[src/rtl/core/flc_pkg.sv]
// flc_pkg: shared types, constants and codes for the fuel level conditioner
// used by flc_divider and fuel_level_conditioner; no dependencies
package flc_pkg;

	localparam int unsigned SAMPLES_PER_READING = 10;
	localparam int unsigned CNT_W = $clog2(SAMPLES_PER_READING + 1);

	// group average by reciprocal multiply, exact for any 16-bit sum
	localparam int unsigned AVG_SHIFT = 16 + $clog2(SAMPLES_PER_READING);
	localparam int unsigned AVG_RW    = 17;
	localparam int unsigned AVG_PW    = 16 + AVG_RW;
	localparam logic [AVG_RW-1:0] AVG_RECIP =
		AVG_RW'(((64'd1 << AVG_SHIFT) + SAMPLES_PER_READING - 1) / SAMPLES_PER_READING);

	// shared divider sizing
	localparam int unsigned DIV_DW = 24;
	localparam int unsigned DIV_VW = 17;
	localparam int unsigned DIV_CW = $clog2(DIV_DW + 1);

	localparam int unsigned CFG_IW = 3;
	localparam int unsigned CFG_DW = 24;

	typedef enum logic [CFG_IW-1:0] {
		CFG_LITRES_GAIN  = 3'd0,
		CFG_ADC_CLAMP    = 3'd1,
		CFG_LITRE_OFFSET = 3'd2,
		CFG_TANK_CAP     = 3'd3,
		CFG_LOW_THRESH   = 3'd4,
		CFG_REARM_LEVEL  = 3'd5
	} cfg_index_t;

	localparam logic [23:0] RST_LITRES_GAIN  = 24'd32013;
	localparam logic [11:0] RST_ADC_CLAMP    = 12'd4094;
	localparam logic [15:0] RST_LITRE_OFFSET = 16'd209;
	localparam logic [15:0] RST_TANK_CAP     = 16'd2000;
	localparam logic [6:0]  RST_LOW_THRESH   = 7'd50;
	localparam logic [6:0]  RST_REARM_LEVEL  = 7'd55;

	localparam logic [6:0] PCT_FULL = 7'd100;

	typedef struct packed {
		logic [11:0] adc_sample;
		logic        link_up;
	} in_beat_t;

	typedef struct packed {
		logic [15:0] level_litres;
		logic [6:0]  level_percent;
		logic        sensor_off;
		logic        low_level;
		logic        alert_pulse;
	} out_beat_t;

	typedef struct packed {
		logic              start;
		logic [DIV_DW-1:0] dividend;
		logic [DIV_VW-1:0] divisor;
	} div_req_t;

	typedef struct packed {
		logic              done;
		logic [DIV_DW-1:0] quotient;
	} div_rsp_t;

	typedef enum logic [2:0] {
		ST_IDLE,
		ST_AVG,
		ST_SCALE,
		ST_OFFSET,
		ST_PCT_START,
		ST_PCT_WAIT,
		ST_OUT
	} flc_state_t;

endpackage

[src/rtl/core/fuel_level_conditioner.sv]
// fuel_level_conditioner: averages sensor samples into fuel litres, percent and alarm
// depends on flc_pkg and flc_divider
//
// Usage: every input beat carries one 12-bit sensor sample and the link state.
// Samples are summed in groups of SAMPLES_PER_READING; only the beat that
// closes a group yields an output beat; the others are only added to the sum.
// A closing beat runs through a small sequencer around one shift-subtract
// divider: the group average by reciprocal multiply, scaling and offset,
// divider start, the 24-step percent division with its done cycle and the
// output load into the output register. in_stall stays high from the
// closing beat until the sequencer returns to idle. A zero average skips
// scaling and the percent division; a zero capacity skips the division.
// The output register lets the next group collect while a result waits; if a
// new group closes while the receiver still stalls, the block holds that
// reading and keeps in_stall high until the output register is taken.
// Configuration is to be written by the user through cfg_we/cfg_index/cfg_data
// only while idle; the block itself does not enforce this. Reset clears the
// sums, held litres, held percent and alert state and loads register defaults.
module fuel_level_conditioner (
	input  logic                           clk,
	input  logic                           arst_n,
	input  logic                           in_valid,
	output logic                           in_stall,
	input  flc_pkg::in_beat_t              in_data,
	output logic                           out_valid,
	input  logic                           out_stall,
	output flc_pkg::out_beat_t             out_data,
	input  logic                           cfg_we,
	input  logic [flc_pkg::CFG_IW-1:0]     cfg_index,
	input  logic [flc_pkg::CFG_DW-1:0]     cfg_data
);
	import flc_pkg::*;

	// configuration
	logic [23:0]        gain_q;
	logic [11:0]        clamp_q;
	logic signed [15:0] offset_q;
	logic [15:0]        cap_q;
	logic [6:0]         low_thr_q;
	logic [6:0]         rearm_q;

	// accumulation and held state
	logic [15:0]      sum_q;
	logic [CNT_W-1:0] cnt_q;
	logic [15:0]      held_litres_q;
	logic [6:0]       held_pct_q;
	logic             alert_sent_q;

	// work registers of one reading
	flc_state_t  state_q, state_d;
	logic        link_q;
	logic [15:0] grp_sum_q;
	logic        off_q;
	logic [11:0] avg_q;
	logic [20:0] raw_q;
	logic [15:0] lit_q;

	out_beat_t out_q;
	logic      out_valid_q;

	div_req_t div_req;
	div_rsp_t div_rsp;

	logic             in_acc;
	logic [15:0]      sum_n;
	logic [CNT_W-1:0] cnt_n;
	logic             closing;
	logic             out_free;

	logic [AVG_PW-1:0]  avg_prod;
	logic [15:0]        avg_full;
	logic [35:0]        prod;
	logic [36:0]        prod_rnd;
	logic signed [22:0] lit_s;
	logic [23:0]        pct_num;
	logic [6:0]         pct_new;
	logic               low;
	logic               pulse;

	assign in_stall  = (state_q != ST_IDLE);
	assign in_acc    = in_valid && !in_stall;
	assign sum_n     = sum_q + {4'b0, in_data.adc_sample};
	assign cnt_n     = cnt_q + 1'b1;
	assign closing   = (cnt_n >= CNT_W'(SAMPLES_PER_READING));
	assign out_free  = !out_valid_q || !out_stall;

	assign avg_prod  = {{AVG_RW{1'b0}}, grp_sum_q} * {16'b0, AVG_RECIP};
	assign avg_full  = 16'(avg_prod >> AVG_SHIFT);
	assign prod      = {24'b0, avg_q} * {12'b0, gain_q};
	assign prod_rnd  = {1'b0, prod} + 37'd32768;
	assign lit_s     = $signed({2'b0, raw_q}) + 23'(offset_q);
	assign pct_num   = ({8'b0, lit_q} * 24'd200) + {8'b0, cap_q};
	assign pct_new   = (div_rsp.quotient > DIV_DW'(PCT_FULL)) ? PCT_FULL
	                   : div_rsp.quotient[6:0];

	assign low   = (held_pct_q < low_thr_q);
	assign pulse = low && !alert_sent_q && link_q;

	always_ff @(posedge clk or negedge arst_n) begin
		if (!arst_n) begin
			state_q <= ST_IDLE;
		end else begin
			state_q <= state_d;
		end
	end

	always_comb begin
		state_d          = state_q;
		div_req.start    = 1'b0;
		div_req.dividend = pct_num;
		div_req.divisor  = {1'b0, cap_q} << 1;
		case (state_q)
			ST_IDLE: begin
				if (in_acc && closing) begin
					state_d = ST_AVG;
				end
			end
			ST_AVG: begin
				state_d = (avg_full == '0) ? ST_OUT : ST_SCALE;
			end
			ST_SCALE: begin
				state_d = ST_OFFSET;
			end
			ST_OFFSET: begin
				state_d = ST_PCT_START;
			end
			ST_PCT_START: begin
				if (cap_q == '0) begin
					state_d = ST_OUT;
				end else begin
					div_req.start = 1'b1;
					state_d       = ST_PCT_WAIT;
				end
			end
			ST_PCT_WAIT: begin
				if (div_rsp.done) begin
					state_d = ST_OUT;
				end
			end
			ST_OUT: begin
				if (out_free) begin
					state_d = ST_IDLE;
				end
			end
			default: begin
				state_d = ST_IDLE;
			end
		endcase
	end

	flc_divider u_div (
		.clk    (clk),
		.arst_n (arst_n),
		.req    (div_req),
		.rsp    (div_rsp)
	);

	always_ff @(posedge clk or negedge arst_n) begin
		if (!arst_n) begin
			gain_q    <= RST_LITRES_GAIN;
			clamp_q   <= RST_ADC_CLAMP;
			offset_q  <= RST_LITRE_OFFSET;
			cap_q     <= RST_TANK_CAP;
			low_thr_q <= RST_LOW_THRESH;
			rearm_q   <= RST_REARM_LEVEL;
		end else if (cfg_we) begin
			case (cfg_index)
				CFG_LITRES_GAIN:  gain_q    <= cfg_data[23:0];
				CFG_ADC_CLAMP:    clamp_q   <= cfg_data[11:0];
				CFG_LITRE_OFFSET: offset_q  <= cfg_data[15:0];
				CFG_TANK_CAP:     cap_q     <= cfg_data[15:0];
				CFG_LOW_THRESH:   low_thr_q <= cfg_data[6:0];
				CFG_REARM_LEVEL:  rearm_q   <= cfg_data[6:0];
				default: ;
			endcase
		end
	end

	always_ff @(posedge clk or negedge arst_n) begin
		if (!arst_n) begin
			sum_q         <= '0;
			cnt_q         <= '0;
			held_litres_q <= '0;
			held_pct_q    <= '0;
			alert_sent_q  <= 1'b0;
			out_valid_q   <= 1'b0;
		end else begin
			if (in_acc) begin
				if (closing) begin
					sum_q <= '0;
					cnt_q <= '0;
				end else begin
					sum_q <= sum_n;
					cnt_q <= cnt_n;
				end
			end
			if (state_q == ST_PCT_START && cap_q == '0) begin
				held_litres_q <= lit_q;
				held_pct_q    <= '0;
			end
			if (state_q == ST_PCT_WAIT && div_rsp.done) begin
				held_litres_q <= lit_q;
				held_pct_q    <= pct_new;
			end
			if (state_q == ST_OUT && out_free) begin
				out_valid_q <= 1'b1;
				// hysteresis: fire once below threshold, re-arm at rearm level
				if (pulse) begin
					alert_sent_q <= 1'b1;
				end else if (!low && held_pct_q >= rearm_q) begin
					alert_sent_q <= 1'b0;
				end
			end else if (!out_stall) begin
				out_valid_q <= 1'b0;
			end
		end
	end

	always_ff @(posedge clk) begin
		if (in_acc && closing) begin
			link_q    <= in_data.link_up;
			grp_sum_q <= sum_n;
		end
		if (state_q == ST_AVG) begin
			off_q <= (avg_full == '0);
			avg_q <= (avg_full > {4'b0, clamp_q}) ? clamp_q : avg_full[11:0];
		end
		if (state_q == ST_SCALE) begin
			raw_q <= prod_rnd[36:16];
		end
		if (state_q == ST_OFFSET) begin
			if (lit_s < 0) begin
				lit_q <= '0;
			end else if (lit_s[21:0] > {6'b0, cap_q}) begin
				lit_q <= cap_q;
			end else begin
				lit_q <= lit_s[15:0];
			end
		end
		if (state_q == ST_OUT && out_free) begin
			out_q.level_litres  <= held_litres_q;
			out_q.level_percent <= held_pct_q;
			out_q.sensor_off    <= off_q;
			out_q.low_level     <= low;
			out_q.alert_pulse   <= pulse;
		end
	end

	assign out_valid = out_valid_q;
	assign out_data  = out_q;

endmodule

[src/rtl/core/flc_divider.sv]
// flc_divider: restoring shift-subtract divider, one quotient bit per cycle
// depends on flc_pkg for the request and response structs
module flc_divider (
	input  logic              clk,
	input  logic              arst_n,
	input  flc_pkg::div_req_t req,
	output flc_pkg::div_rsp_t rsp
);
	import flc_pkg::*;

	logic [DIV_VW-1:0] rem_q;
	logic [DIV_DW-1:0] quo_q;
	logic [DIV_VW-1:0] divisor_q;
	logic [DIV_CW-1:0] cnt_q;
	logic              busy_q;
	logic              done_q;

	logic [DIV_VW:0]   trial;
	logic              fits;

	assign trial = {rem_q, quo_q[DIV_DW-1]};
	assign fits  = (trial >= {1'b0, divisor_q});

	always_ff @(posedge clk or negedge arst_n) begin
		if (!arst_n) begin
			busy_q <= 1'b0;
			done_q <= 1'b0;
			cnt_q  <= '0;
		end else begin
			done_q <= 1'b0;
			if (req.start) begin
				busy_q <= 1'b1;
				cnt_q  <= '0;
			end else if (busy_q) begin
				cnt_q <= cnt_q + 1'b1;
				if (cnt_q == DIV_CW'(DIV_DW - 1)) begin
					busy_q <= 1'b0;
					done_q <= 1'b1;
				end
			end
		end
	end

	always_ff @(posedge clk) begin
		if (req.start) begin
			rem_q     <= '0;
			quo_q     <= req.dividend;
			divisor_q <= req.divisor;
		end else if (busy_q) begin
			// dividend bits shift out the top as quotient bits shift in
			if (fits) begin
				rem_q <= DIV_VW'(trial - {1'b0, divisor_q});
			end else begin
				rem_q <= trial[DIV_VW-1:0];
			end
			quo_q <= {quo_q[DIV_DW-2:0], fits};
		end
	end

	assign rsp.done     = done_q;
	assign rsp.quotient = quo_q;

endmodule

[config.mk]
export PLATFORM = sky130hd
export DESIGN_NAME = fuel_level_conditioner
export DESIGN_NICKNAME = d
export VERILOG_FILES = /design/src/rtl/core/flc_pkg.sv /design/src/rtl/core/fuel_level_conditioner.sv /design/src/rtl/core/flc_divider.sv
export SDC_FILE = /design/constraint.sdc
export NUM_CORES = 2
export LEC_CHECK = 0
export ABC_AREA = 0
export BUFFER_PORTS_ARGS = -buffer_cell sky130_fd_sc_hd__buf_4
export CAP_MARGIN = 20
export CELL_PAD_IN_SITES_DETAIL_PLACEMENT = 0
export CELL_PAD_IN_SITES_GLOBAL_PLACEMENT = 2
export CORE_MARGIN = 2
export CORE_UTILIZATION = 25
export DETAILED_ROUTE_END_ITERATION = 7
export GPL_TIMING_DRIVEN = 0
export PLACE_DENSITY_LB_ADDON = 0.12
export SLEW_MARGIN = 20
export SYNTH_ARGS = -nofsm -noshare
export SYNTH_HDL_FRONTEND = slang
export SYNTH_SLANG_ARGS = --single-unit
[constraint.sdc]
create_clock -name clk -period 17.29 [get_ports clk]
set_input_delay 1.729 -clock clk [delete_from_list [all_inputs] [get_ports clk]]
set_output_delay 1.729 -clock clk [all_outputs]
set_load 0.005 [all_outputs]
==> results list <==
- Run status: complete, no violations
- Worst clock skew: 0.0190 ns
- Count of state elements after synthesis: 287
- Fmax: about 130 MHz
- After clock tree synthesis, the repair step resized 0 gates.
- Post-CTS Hold Buffers: 0
- Total stage count of the critical path: 25
* ANT nets after route: 0
- Of the cells placed in the final design, the portion with a size suffix greater than 1 is 0.0846.
- Clock latency on the worst-skew pair: between 0.5 and 0.6 ns
- Cell depth of the worst min-delay path: 0
- Final setup TNS: 0 ns
- Number of iterations in the first detailed-routing pass: 5
- The netlist uses between 70 and 80 different library cells.
- Summed over all layers, the routed wires come to between 90000 and 100000 um.
- Initial antenna violation count: 10
- The worst pin sits at a relative slew slack of 0.271.
- Most common cell on crit path: sky130_fd_sc_hd__fa_1
- Width of the chip: between 300 and 400 um
- TritonCTS clock tree: yes
* Final-stage net count: 3835
- Buffers placed on the I/O ports in this run total 71.
- The path with the worst hold slack has its endpoint at out_data[2].
* Bufs on Longest Clock Path: 3
* Main area contributors after synthesis: sky130_fd_sc_hd__fa_1 (21%), sky130_fd_sc_hd__ha_1 (16%), sky130_fd_sc_hd__edfxtp_1 (14%)
- Number of global-route vias before repair: around 23k
- Number of clock sinks: between 200 and 300
- Required time of the critical path: between 15 and 20 ns
- For the finished layout, the period the worst path requires is 7.94 ns.
- Routability congestion estimate: a little under 0.8
- Top cell type's share of synthesized area: 0.214
* Post-synthesis cell area: between 20000 and 30000 sq um
- Synthesized net count: roughly 3.7k
- Most common flop cell mapped by yosys: sky130_fd_sc_hd__edfxtp_1
* Initial Util: 0.253
* Asr flop ratio synth: 0.477
- Critical path's largest stage delay: around 0.54 ns
- Number of max-slew violations in the final report: 0
- At the pin with the least slew margin, the transition time is between 1 and 1.5 ns.
* Most area-hungry cell type in the Yosys netlist: sky130_fd_sc_hd__fa_1
- Post-Syn Area per Cell: just under 10 sq um
- Initial detailed-routing violation count: 970
- The slowest stage of the critical path is the sky130_fd_sc_hd__fa_1 cell.
- In the routed layout, each cell is associated on average with a via count of approximately 4.5.
- Startpoint of the worst hold path: off_q
- Setup repair after global routing left no endpoint under its margin.
- Number of enable-type register cells in the synthesized netlist: ~130
* Die ar.: around 120000 sq um
* Hold crit path type: flop to flop
- The clock tree synthesis step divided the H-tree into 2 levels.
- STA classifies the critical path startpoint as a flop.
* Final Hold Violating Endpoints: 0
- Reg2reg end: avg_q[6]
* Clock-pin slew of the registers on the worst-case setup and hold paths: 0.06 ns
- The critical path contains buffers and inverters numbering 5 combined.
- Family with the most delay on the worst path: adder cells
* Drt drc: 0
- Worst hold slack: around 0.42 ns
- Seq/Total Area, Yosys: 0.265
- Across all register-to-register paths, the minimum setup slack is between 9 and 10 ns.
- Yosys printed 0 warnings.
* Number of failing setup endpoints in the final timing report: 0
- From synthesis to final layout, the design area changed by 13.3%.
- Average wire per cell in the routed design: a little under 20 um
- After global routing the overflow that remains totals 0.
- Cells after Synth: between 2k and 3k
- Clock buffer count from CTS: 38
- Worst path arrival time: about 8.3 ns
- After floorplanning, the core was sized to cover 117000 sq um.
- Measured along the y axis, the die boundary spans between 300 and 400 um.
- Worst Reg2Reg Path Length in Cells: 25
* Row Count: 125
- After clock tree synthesis, the setup repair step added 0 buffers.
- During I/O placement, the number of pins put on the boundary was 73.
- Worst setup EP type: flop
- For this run, the total global-route usage over all layers was measured as 0.152.
* Global-route wire length before repair: about 140000 um
- Maximum number of pins on one net before global-route repair: 57
- The HPWL after detailed placement is about 75000 um.
- Final worst-path cycle share: 0.459
* FF-to-FF Start: grp_sum_q[3]
- The worst setup path is of the flop to flop kind.
* Clock root buffer: sky130_fd_sc_hd__clkbuf_16
- Along the worst path, the maximum fanout reaches 10.
- The detailed router placed 20.8k vias in this run.
* Post-route setup slack: about 9.3 ns
- Timing analysis after detailed placement gives a worst setup slack of 9.29 ns.
- Max-cap violations in this run came to 0.
==> worst reg2reg max path, delay by kind of cell (launching register included) <==
family | cells | cell delay (ns)
AO/OA/AOI/OAI | 7 | 2.01
XOR/XNOR | 1 | 0.18
adder cells (fa/ha/maj) | 8 | 3.70
buffers and inverters | 5 | 0.51
flip-flops | 1 | 0.51
multiplexers | 1 | 0.38
AND/OR/NAND/NOR | 3 | 0.41
==> cell families after synthesis <==
kind of cell	Yosys count	synth area share
AND/OR/NAND/NOR	735	0.115
adder cells (fa/ha/maj)	700	0.377
buffers and inverters	618	0.0792
AO/OA/AOI/OAI	412	0.0893
flip-flops	287	0.265
XOR/XNOR	114	0.0339
multiplexers	107	0.0399
==> worst max path at each step <==
stage / from / end / slack [ns]
2_1_floorplan: grp_sum_q[3] / avg_q[10] / 10.32
3_3_place_gp: avg_q[4] / raw_q[20] / 9.27
3_5_place_dp: avg_q[4] / raw_q[20] / 9.29
4_1_cts: avg_q[4] / raw_q[20] / 9.24
5_1_grt: avg_q[4] / raw_q[20] / 8.85
6_report: grp_sum_q[3] / avg_q[6] / 9.35
==> Yosys cell counts (all sizes together), types with 17 or more instances <==
master and number:
inv 536, ha 384, nand2 352, fa 315, edfxtp 133, o21ai 129
nor2 119, a21oi 101, dfrtp 99, mux2 83, and2 82, clkbuf 80
xnor2 68, a21o 46, xor2 46, dfstp 38, nand3 34, nor3 29
mux2i 24, a211oi 23, nand4 23, o21a 22, nor2b 19, dfxtp 17
==> cells in the final DEF, fill, tap and decap left out, drive strengths merged, types with 68 or more instances in the layout <==
cell type	n
a21oi	101
and2	82
buf	80
clkbuf	129
dfrtp	99
edfxtp	133
fa	315
ha	384
inv	539
mux2	83
nand2	352
nor2	119
o21ai	129
xnor2	68
==> registers in the layout, indices dropped and copies added, names as in the netlist, 16 cells and up <==
name             count
offset_q            16
grp_sum_q           16
out_data            26
sum_q               16
raw_q               21
lit_q               16
u_div.rem_q         17
u_div.divisor_q     16
gain_q              24
held_litres_q       16
cap_q               16
u_div.quo_q         24
==> layout make-up <==
type	instances	area, sq um
antenna	3	7.51
buffer	82	322
clock buffer	49	1030
clock inverter	21	300
fill	12300	83100
inverter	536	2010
multi-input combinational	2068	19400
sequential	287	7810
tap	1524	1910
timing repair buffer	78	631
==> metrics by stage <==
| stage | instances | util | area (sq um) |
|---|---|---|---|
| after floorplan | 2973 | - | 29500 |
| after detailed placement | 4575 | 0.275 | 32000 |
| after CTS | 4645 | 0.286 | 33400 |
| after global placement | 4568 | 0.274 | 31900 |
| after global routing | 4645 | 0.286 | 33400 |
| final | 4648 | 0.286 | 33400 |
==> metal layers <==
metal  wire length, um  vias to the layer above  GRT usage
met1             43900                    10500      0.212
met5                 0                        -          0
met3              2780                       75     0.0181
li1                  -                    10000          -
met4              1430                        0     0.0280
met2             41900                      254      0.254
Power is not shown: default switching activity piles up to over one toggle a cycle in this logic, so the estimate is an artifact.
